[src/hdl/dlle_pkg.sv]
`default_nettype none
package dlle_pkg;
  typedef enum logic [2:0] {
    KIND_INSERT = 3'd0,
    KIND_DEL_KEY = 3'd1,
    KIND_DEL_FIRST = 3'd2,
    KIND_DEL_LAST = 3'd3,
    KIND_READ = 3'd4
  } kind_t;

  typedef enum logic [1:0] {
    ST_OK = 2'd0,
    ST_FULL = 2'd1,
    ST_NOTFOUND = 2'd2,
    ST_BEYOND = 2'd3
  } status_t;
endpackage
`default_nettype wire

[src/hdl/dlle_ram.sv]
`default_nettype none
module dlle_ram #(
  parameter int WIDTH = 32,
  parameter int DEPTH = 64
) (
  input  wire logic                     clk,
  input  wire logic                     we,
  input  wire logic [$clog2(DEPTH)-1:0] waddr,
  input  wire logic [WIDTH-1:0]         wdata,
  input  wire logic [$clog2(DEPTH)-1:0] raddr,
  output logic [WIDTH-1:0]              rdata
);
  logic [WIDTH-1:0] mem [DEPTH];

  always_ff @(posedge clk) begin
    if (we) begin
      mem[waddr] <= wdata;
    end
    rdata <= mem[raddr];
  end
endmodule
`default_nettype wire

[src/hdl/doubly_linked_list_engine_unit.sv]
// Channel | Dir | tdata fields (low bit up)                      | tuser
// s_axis  | in  | kind[2:0], key[34:3], position[40:35] (48 bits)| -
// m_axis  | out | value[31:0], status[33:32], entry_count[40:34] | -
// Steps: insert with a fresh node writes it and then gives the result beat;
// a freed node is reused only after its next link is read. Delete-first/last
// read the end node and unlink it. Delete by key and read pass through check,
// fetch and memory read per visited link. One command is in flight at a time.
// Reset: rst (sync, high) clears list pointers and counters; node memories
// are left unset, no clearing pass. Results sit in an output register;
// s_axis_tready is low while a command is in work or a result waits.
`default_nettype none
module doubly_linked_list_engine_unit #(
  parameter int NODES = 64
) (
  input  wire logic        clk,
  input  wire logic        rst,
  input  wire logic        s_axis_tvalid,
  output logic             s_axis_tready,
  input  wire logic [47:0] s_axis_tdata,   // kind, key, position
  output logic             m_axis_tvalid,
  input  wire logic        m_axis_tready,
  output logic [47:0]      m_axis_tdata    // value, status, entry_count
);
  localparam int AW = $clog2(NODES);
  localparam int LW = AW + 1;           // link width, NODES means none
  localparam logic [LW-1:0] NONE = LW'(NODES);
  localparam int SW = (LW > 7) ? LW : 7; // walk step counter width

  typedef enum logic [9:0] {
    S_IDLE   = 10'b0000000001,
    S_FETCH  = 10'b0000000010,  // issue read of node n
    S_WAIT   = 10'b0000000100,  // read data returns
    S_CHECK  = 10'b0000001000,  // walk decision
    S_UNL_P  = 10'b0000010000,  // fix next of prev
    S_UNL_Q  = 10'b0000100000,  // fix prev of next
    S_UNL_F  = 10'b0001000000,  // push node on free list
    S_INS_A  = 10'b0010000000,  // free node taken, read its next
    S_INS_B  = 10'b0100000000,
    S_DONE   = 10'b1000000000
  } state_t;

  state_t state;
  logic [2:0]  kind;
  logic [31:0] key;
  logic [5:0]  pos;
  logic [LW-1:0] front, back, free_head, cur, p_l, q_l;
  logic [LW:0] fresh, count;
  logic [SW-1:0] step;
  logic [31:0] res_value;
  logic [1:0]  res_status;

  // memories
  logic           we_k, we_n, we_p;
  logic [AW-1:0]  wa_k, wa_n, wa_p, ra;
  logic [31:0]    wd_k, rd_k;
  logic [LW-1:0]  wd_n, wd_p, rd_n, rd_p;

  dlle_ram #(.WIDTH(32), .DEPTH(NODES)) u_key (
    .clk, .we(we_k), .waddr(wa_k), .wdata(wd_k), .raddr(ra), .rdata(rd_k));
  dlle_ram #(.WIDTH(LW), .DEPTH(NODES)) u_next (
    .clk, .we(we_n), .waddr(wa_n), .wdata(wd_n), .raddr(ra), .rdata(rd_n));
  dlle_ram #(.WIDTH(LW), .DEPTH(NODES)) u_prev (
    .clk, .we(we_p), .waddr(wa_p), .wdata(wd_p), .raddr(ra), .rdata(rd_p));

  function automatic logic is_node(input logic [LW-1:0] n);
    return n < NONE;
  endfunction

  assign ra = cur[AW-1:0];
  assign s_axis_tready = (state == S_IDLE) && !m_axis_tvalid;

  always_comb begin
    we_k = 1'b0; we_n = 1'b0; we_p = 1'b0;
    wa_k = cur[AW-1:0]; wa_n = cur[AW-1:0]; wa_p = cur[AW-1:0];
    wd_k = key; wd_n = front; wd_p = NONE;
    unique case (state)
      S_INS_B: begin
        // write new node, front keeps its prev fixed in a second write below
        we_k = 1'b1; we_n = 1'b1; we_p = 1'b1;
      end
      S_UNL_P: begin
        we_n = is_node(p_l); wa_n = p_l[AW-1:0]; wd_n = q_l;
      end
      S_UNL_Q: begin
        we_p = is_node(q_l); wa_p = q_l[AW-1:0]; wd_p = p_l;
      end
      S_UNL_F: begin
        we_n = 1'b1; wd_n = free_head;
      end
      S_DONE: begin
        // after insert: old front gets the new node as prev
        we_p = (kind == dlle_pkg::KIND_INSERT) && is_node(q_l)
               && (res_status == dlle_pkg::ST_OK);
        wa_p = q_l[AW-1:0]; wd_p = cur;
      end
      default: ;
    endcase
  end

  always_ff @(posedge clk) begin
    if (rst) begin
      state <= S_IDLE;
      front <= NONE; back <= NONE; free_head <= NONE;
      fresh <= '0; count <= '0;
      m_axis_tvalid <= 1'b0;
    end else begin
      if (m_axis_tvalid && m_axis_tready) m_axis_tvalid <= 1'b0;
      unique case (state)
        S_IDLE: if (s_axis_tvalid && s_axis_tready) begin
          kind <= s_axis_tdata[2:0];
          key  <= s_axis_tdata[34:3];
          pos  <= s_axis_tdata[40:35];
          res_value <= '0;
          res_status <= dlle_pkg::ST_OK;
          step <= '0;
          q_l <= NONE;
          priority case (s_axis_tdata[2:0])
            dlle_pkg::KIND_INSERT: begin
              if (is_node(free_head)) begin
                cur <= free_head; state <= S_INS_A;
              end else if (fresh < (LW+1)'(NODES)) begin
                cur <= fresh[LW-1:0]; fresh <= fresh + 1'b1; state <= S_INS_B;
              end else begin
                res_status <= dlle_pkg::ST_FULL; state <= S_DONE;
              end
            end
            dlle_pkg::KIND_DEL_KEY, dlle_pkg::KIND_READ: begin
              cur <= front; state <= S_CHECK;
            end
            dlle_pkg::KIND_DEL_FIRST: begin
              cur <= front; state <= S_CHECK;
            end
            dlle_pkg::KIND_DEL_LAST: begin
              cur <= back; state <= S_CHECK;
            end
            default: state <= S_DONE;
          endcase
        end
        S_INS_A: state <= S_WAIT;  // read of free node's next in flight
        S_INS_B: begin
          q_l <= front;
          if (!is_node(front)) back <= cur;
          front <= cur;
          count <= count + 1'b1;
          state <= S_DONE;
        end
        S_CHECK: begin
          // cur chosen; decide before reading
          if (!is_node(cur)) begin
            res_status <= (kind == dlle_pkg::KIND_READ) ? dlle_pkg::ST_BEYOND
                                                        : dlle_pkg::ST_NOTFOUND;
            state <= S_DONE;
          end else state <= S_FETCH;
        end
        S_FETCH: state <= S_WAIT;
        S_WAIT: begin
          if (kind == dlle_pkg::KIND_INSERT) begin
            free_head <= is_node(rd_n) ? rd_n : NONE;
            state <= S_INS_B;
          end else if (kind == dlle_pkg::KIND_READ) begin
            if (step == SW'(pos)) begin
              res_value <= rd_k; state <= S_DONE;
            end else begin
              step <= step + 1'b1; cur <= rd_n; state <= S_CHECK;
            end
          end else if (kind == dlle_pkg::KIND_DEL_KEY && rd_k != key) begin
            if (step == SW'(NODES - 1)) begin
              res_status <= dlle_pkg::ST_NOTFOUND; state <= S_DONE;
            end else begin
              step <= step + 1'b1; cur <= rd_n; state <= S_CHECK;
            end
          end else begin
            res_value <= rd_k; p_l <= rd_p; q_l <= rd_n; state <= S_UNL_P;
          end
        end
        S_UNL_P: begin
          if (!is_node(p_l)) front <= is_node(q_l) ? q_l : NONE;
          state <= S_UNL_Q;
        end
        S_UNL_Q: begin
          if (!is_node(q_l)) back <= is_node(p_l) ? p_l : NONE;
          state <= S_UNL_F;
        end
        S_UNL_F: begin
          free_head <= cur;
          if (count != '0) count <= count - 1'b1;
          q_l <= NONE;
          state <= S_DONE;
        end
        S_DONE: begin
          m_axis_tdata <= {7'd0, 7'(count), res_status, res_value};
          m_axis_tvalid <= 1'b1;
          state <= S_IDLE;
        end
        default: state <= S_IDLE;
      endcase
    end
  end
endmodule
`default_nettype wire

[config.mk]
export PLATFORM = sky130hd
export DESIGN_NAME = doubly_linked_list_engine_unit
export DESIGN_NICKNAME = d
export VERILOG_FILES = /design/src/hdl/dlle_pkg.sv /design/src/hdl/dlle_ram.sv /design/src/hdl/doubly_linked_list_engine_unit.sv
export SDC_FILE = /design/constraint.sdc
export NUM_CORES = 2
export LEC_CHECK = 0
export BUFFER_PORTS_ARGS = -buffer_cell sky130_fd_sc_hd__buf_2
export CAP_MARGIN = 20
export CORE_MARGIN = 5
export CORE_UTILIZATION = 55
export DETAILED_ROUTE_END_ITERATION = 8
export HOLD_SLACK_MARGIN = 0.1
export PLACE_DENSITY = 0.71
export SLEW_MARGIN = 20
export SYNTH_ARGS = -nofsm -noshare
export SYNTH_HDL_FRONTEND = slang
export SYNTH_SLANG_ARGS = --single-unit
[constraint.sdc]
create_clock -name clk -period 9.16 [get_ports clk]
set_input_delay 0 -clock clk [delete_from_list [all_inputs] [get_ports clk]]
set_output_delay 0 -clock clk [all_outputs]
set_load 0.01 [all_outputs]
Word level (Yosys, flattened, before mapping)

Memories as Yosys holds them, arrays and structs flattened. A register that Yosys moved wholly into a read port is not among the register bits.
Index checks and enable logic that the tools add are counted.

ROM bits: 0
Memory bits (writable): 2944
Word-level logic and storage cells: 188
Register bits: 192
Input port bits: 52
Latch bits: 0
Memories kept: 3

Shifts and indexed selects: 0
Mux-type cells: 77
Add/subtract/negate cells: 4
Reductions and logical operators: 37
Div/mod/pow operators: 0
Magnitude comparators: 7
Multiply operators: 0
Bitwise gates (word level): 5
Equal/unequal tests: 38

Memories:

| name       | depth | width | read ports | clocked after Yosys merged registers in | write ports | line           | text |
|---|---|---|---|---|---|---|---|
| u_key.mem  | 64    | 32    | 1          | 1                                       | 1           | dlle_ram.sv:13 | `logic [WIDTH-1:0] mem [DEPTH];` |
| u_next.mem | 64    | 7     | 1          | 1                                       | 1           | dlle_ram.sv:13 |  |
| u_prev.mem | 64    | 7     | 1          | 1                                       | 1           | dlle_ram.sv:13 |  |

Operators with widths:

| operator             | number |
|---|---|
| $mux 7               | 25 |
| $mux 32              | 5 |
| $pmux 7 s2           | 7 |
| $mux 10              | 9 |
| $pmux 10 s7          | 1 |
| $pmux 32 s2          | 1 |
| $lt 7x7->1 const B   | 6 |
| $ne 32x32->1         | 1 |
| $pmux 7 s4           | 1 |
| $ne 2x2->1 const B   | 11 |
| $pmux 7 s3           | 1 |
| $pmux 10 s2          | 1 |
| $add 8x1->8 const B  | 2 |
| $pmux 8 s2           | 1 |
| $ne 3x3->1 const B   | 5 |
| $mux 1               | 13 |
| $mux 2               | 6 |
| $mux 6               | 2 |
| $reduce_and 6->1     | 2 |
| $reduce_bool 2->1    | 6 |
| $eq 10x1->1 const B  | 1 |
| $eq 10x10->1 const B | 1 |
| $eq 10x2->1 const B  | 1 |
| $eq 10x3->1 const B  | 1 |
| other kinds (38)     | 58 |

Depth between registers and ports, before layout

Word-level depth: 6
Depth in mapped cells: 12
Mapped depth without buffers: 10

Hierarchy

Synthesis repeated with hierarchy kept, for this count alone.

Cell total of the unflattened synthesis: 5867
Area, all modules: 122835.3 um^2

By module, submodules not included:

| module                         | cells each | instances | area each (um^2) |
|---|---|---|---|
| dlle_ram at u_key              | 3511       | 1         | 79039.6 |
| dlle_ram at u_next ...         | 827        | 2         | 17635.7 |
| doubly_linked_list_engine_unit | 702        | 1         | 8524.4 |

Least setup slack after synthesis

Ideal clock, no wire load.

Path kind: register to register
From: register state[3]
To: register res_value[0] (enable)
Library setup time: 0.432 ns
Required time: 8.728 ns
Stages on the path, launching flop included: 7
Data arrival time: 6.120 ns
Path slack: 2.608 ns
Period minus slack after synthesis: 6.552 ns
Cells stage by stage: dfxtp_1 clkbuf_1 nor4_1 nand3_1 nor3_1 a21oi_1 a21oi_1

Word-level cells in the longest chain between the ends: 5
Elaborated cells on any way between the ends: 10

RTL lines:

| element                      | line                                                                        | text |
|---|---|---|
| start: declaration           | doubly_linked_list_engine_unit.sv:42                                        | `state_t state;` |
| start signal: assignment     | doubly_linked_list_engine_unit.sv:102                                       | `state <= S_IDLE;` |
| start signal: assignment     | doubly_linked_list_engine_unit.sv:120                                       | `cur <= free_head; state <= S_INS_A;` |
| start signal: assignment     | doubly_linked_list_engine_unit.sv:122                                       | `cur <= fresh[LW-1:0]; fresh <= fresh + 1'b1; state <= S_INS_B;` |
| $eq 10x1->1                  | doubly_linked_list_engine_unit.sv:70, doubly_linked_list_engine_unit.sv:108 |  |
| $logic_and 1x1->1            | doubly_linked_list_engine_unit.sv:70                                        | `assign s_axis_tready = (state == S_IDLE) && !m_axis_tvalid;` |
| $logic_and 1x1->1            | doubly_linked_list_engine_unit.sv:109                                       | `S_IDLE: if (s_axis_tvalid && s_axis_tready) begin` |
| $ne 2x1->1 (no line)         | n/a                                                                         |  |
| $reduce_and 6->1 (no line) * | n/a                                                                         |  |
| end signal: assignment       | doubly_linked_list_engine_unit.sv:113                                       | `res_value <= '0;` |
| end signal: assignment       | doubly_linked_list_engine_unit.sv:162                                       | `res_value <= rd_k; state <= S_DONE;` |
| end signal: assignment       | doubly_linked_list_engine_unit.sv:173                                       | `res_value <= rd_k; p_l <= rd_p; q_l <= rd_n; state <= S_UNL_P;` |
| end: declaration             | doubly_linked_list_engine_unit.sv:49                                        | `logic [31:0] res_value;` |

Every way passes the cells marked *; elsewhere a longest branch is shown, timed or not.
A chain may end at the register's enable or synchronous reset.

Worst setup path after layout

From: register cur[2]
To: memory u_key.mem[4][5] (enable)

RTL lines:

| element                  | line                                  | text |
|---|---|---|
| start: declaration       | doubly_linked_list_engine_unit.sv:46  | `logic [LW-1:0] front, back, free_head, cur, p_l, q_l;` |
| start signal: assignment | doubly_linked_list_engine_unit.sv:120 |  |
| start signal: assignment | doubly_linked_list_engine_unit.sv:122 |  |
| start signal: assignment | doubly_linked_list_engine_unit.sv:128 | `cur <= front; state <= S_CHECK;` |
| end: declaration         | dlle_ram.sv:13                        |  |

Straight into the memory's write port.

==> impl_summary.log <==
INFO  metric cts.htree.levels = 5
INFO  metric drive_gt1_frac = 0.1845
INFO  metric netlist_instances = 6736
INFO  metric clock_tree.buffer_depth = 4
INFO  metric buffer_ports.inserted = 87
INFO  metric fmaxAchievable = 0.1952 GHz
INFO  metric grtUsageTotal = 0.3211
INFO  metric post_synthesis_share_of_cell_area_spent_on_and_or_nand_and_nor_gates = 0.03349
INFO  metric synth-edff-count = 3088
INFO  metric finalSetupViolations = 0
INFO  metric fp.dieArea = 231700 um^2
INFO  metric synth.area.top_cells = edfxtp_1, mux4_2, mux2i_1
INFO  metric timing.final.hold_violations = 0
INFO  metric worst_ir_drop_vdd = 0.1731 mV
INFO  metric final-max-slew-violation-count = 0
INFO  metric yosys_register_bits = 3182
INFO  metric worstRegToRegCells = 7
INFO  metric clock_sink_count = 3182
INFO  metric grt_max_degree = 113
INFO  metric fin_util = 0.6244
INFO  metric setup.worst_path.end = u_key.mem[4][5]
INFO  metric clockRootBuffer = clkbuf_16
INFO  metric synth_compound_area_frac = 0.08326
INFO  metric ys_seq_area_frac = 0.7741
INFO  metric fin_nets = 7097
INFO  metric path_max_fanout = 112
INFO  metric async_flop_share = 0
INFO  metric finalCritPeriodShare = 0.5593
INFO  metric skew = 0.06730 ns
INFO  metric critPathLaunchType = register
INFO  metric core_area = 221700 um^2
INFO  metric p_leak = 43.64 nW
INFO  metric power.switching = 6.943 mW
INFO  metric grt_first_pass_wirelength = 524600 um
INFO  metric first_global_vias = 69460
INFO  metric die_height = 481.4 um
INFO  metric detailroute.via_count = 72010
INFO  metric actual_slew_at_the_worst_max_slew_pin = 1.219 ns
INFO  metric gp_routability_congestion = 0.8975
INFO  metric p_sw_frac = 0.2233
INFO  metric drt-initial-drc-count = 12040
INFO  metric synthXorXnorAreaFrac = 0.003870
INFO  metric syn2layout_area_growth = 13.23%
INFO  metric yosys_warnings = 0
INFO  metric postLayoutCellArea = 138400 um^2
INFO  metric unrepaired_setup_endpoints_after_global_routing = no
INFO  metric power_frac_seq = 0.520
INFO  metric totalPowerFinal = 31.09 mW
INFO  metric fin_setup_tns = 0 ns
INFO  metric regToRegEndpoint = u_key.mem[4][5]
INFO  metric run_status = finished, final reports clean
INFO  metric worstReg2RegStart = cur[2]
INFO  metric worst_slew_margin_rel = 0.1852
INFO  metric top_level_ports = 102
INFO  metric p_int = 24.15 mW
INFO  metric synthFlopType = edfxtp_1
INFO  metric synth_top_area_share = 0.7587
INFO  metric worstPathArrival = 5.68 ns
INFO  metric worst-r2r-setup-slack = 4.04 ns
INFO  metric placement_rows = 173
INFO  metric crit_type = register to register
INFO  metric share_clk_of_total_power = 0.418
INFO  metric postSynthAreaPerCell = 18.14 um^2
INFO  metric comb_power_share = 0.062
INFO  metric crit_required = 9.72 ns
INFO  metric cellPowerDensity = 224.7 nW/um^2
INFO  metric drv.max_cap_violation_count = 0
INFO  metric globalRouteOverflowTotal = 0
INFO  metric layout_setup_ws = 4.036 ns
INFO  metric min_path_type = input pin to register
INFO  metric syn-cell-area = 122200 um^2
INFO  metric drt.antenna.violating_nets = 0
INFO  metric vias_per_cell = 7.010
INFO  metric post_dp_cell_area = 127100 um^2
INFO  metric post-route-drc-count = 0
INFO  metric synthDistinctLibCells = 84
INFO  metric insertion_delay = 0.98 ns
INFO  metric drt-wirelength-per-cell = 36.71 um
INFO  metric antenna_violations_before_repair = 15
INFO  metric synth_top_family_by_area = multiplexers
INFO  metric clkSlewWorstSetupHoldPaths = 0.06 ns
INFO  metric finalWirelength = 377100 um
INFO  metric floorplan.initialDensity = 0.5514
INFO  metric post_synth_mux_area_share = 0.08756
INFO  metric pre_repair_dr_iteration_count = 6
INFO  metric synthAdderAreaFrac = 0.0009828
INFO  metric dieWidth = 481.4 um
INFO  metric cts_tree = yes
INFO  metric worst_setup_path_end_kind = register
INFO  metric critical_path.startpoint = cur[2]
INFO  metric ctsResizeCount = 0
INFO  metric place_worst_setup_slack = 4.206 ns
INFO  metric cts_inserted_buffers = 334
INFO  metric finalWorstPathRequiredPeriod = 5.124 ns
INFO  metric place_hpwl = 211000 um
INFO  metric largest_area_contributor_in_the_netlist = edfxtp_1
cell usage in the layout (no fill, tap or decap), types with 23 or more instances in the layout:
cell type and instances:
nor3_1 28, clkbuf_1 79, xnor2_1 39, a21oi_1 220, nor2_1 349, a221oi_1 348, dlygate4sd3_1 87, clkinv_1 66
bufinv_16 23, and2_1 36, nor2_4 74, o21ai_0 155, a221o_1 42, a211oi_1 32, nand2_1 152, nand3_1 39
clkbuf_16 341, edfxtp_1 3088, clkinv_2 48, nand4_1 33, mux2_2 197, mux4_2 234, dfxtp_1 94, buf_4 222
a22o_1 66, mux2i_1 321, a22oi_1 221, buf_2 87, o22ai_1 149
per-stage QoR:
stage                     hold slack [ns]  std cells
after CTS                          0.1770      10260
final                              0.2272      10270
after global placement             0.1795       9585
after detailed placement           0.1781       9586
after floorplan                   0.09887       6742
after global routing               0.2303      10260
flip-flops by register name, summed over array words and instances, names as in the netlist, 10 cells and up:
register	flops
key	32
m_axis_tdata	41
res_value	32
state	10
u_key.mem	2048
u_key.rdata	32
u_next.mem	448
u_prev.mem	448
power by group through the flow:
| stage | Combinational [mW] | Clock [mW] | Sequential [mW] |
|---|---|---|---|
| 6_report | 1.94 | 13.0 | 16.2 |
| 3_5_place_dp | 1.83 | 0 | 16.5 |
| 2_1_floorplan | 0.958 | 0 | 16.5 |
| 3_3_place_gp | 1.80 | 0 | 16.5 |
| 4_1_cts | 1.86 | 13.0 | 16.1 |
| 5_1_grt | 1.97 | 13.7 | 16.1 |
area by class of cell:
type                    count  area [um^2]
inverters                  10        55.05
fillers                 15280        83260
flip-flops and latches   3182        94610
well taps                2975         3722
diodes                     11        27.53
multi-input cells        3098        26400
clock inverters           155         1354
repair buffers            410         3243
clock buffers             431         8981
cell usage after synthesis (39+ instances only):
cell and number:
nor2_1 423, xnor2_1 39, and2_1 39, a22o_1 69, nand2_1 158, mux2i_1 321
a22oi_1 221, mux4_2 234, a221o_1 43, buf_1 54, o22ai_1 149, a21oi_1 221
edfxtp_1 3088, nand3_1 42, clkbuf_1 205, buf_2 166, dfxtp_1 94, a221oi_1 348
mux2_2 197, o21ai_0 158
per-layer routing:
layer  track usage  part of all wire  up-vias
li1              -                 -    28360
met1        0.4253              0.34    36280
met2        0.4845              0.45     6116
met3        0.1018              0.15     1242
met4        0.1625             0.062       12
met5             0           0.00024        -
critical path, cell delays in order (launching register included):
cell      delay, ns
edfxtp_1       0.38
buf_12         0.36
buf_4          0.59
buf_12         0.51
nor3b_2        0.33
nand2_1        0.72
nor2_4         0.86
buf_4          0.52
what timing repair did:
action / 4_1_cts / 5_1_grt
buffers inserted: 0 / 0
hold endpoints to repair: 149 / 0
hold buffers: 87 / 0
cell families after synthesis:
kind of cell / Yosys count
muxes: 752
buffers and inverters: 462
and+or+nand+nor: 876
DFF: 3182
adders and majority gates: 9
AOI/OAI and AO/OA: 1400
xor gates and xnor gates: 54
other: 1
worst min-delay path by stage:
stage / startpoint / to / slack, ns / cells after the start
floorplan: s_axis_tdata[3] / key[0] / 0.1 / 0
global placement: s_axis_tdata[15] / key[12] / 0.18 / 1
detailed placement: s_axis_tdata[31] / key[28] / 0.18 / 1
CTS: s_axis_tdata[2] / res_status[0] / 0.18 / 5
global route: s_axis_tvalid / state[5] / 0.23 / 5
finish: rst / fresh[3] / 0.23 / 3
Power figures use the tool's default switching activity.
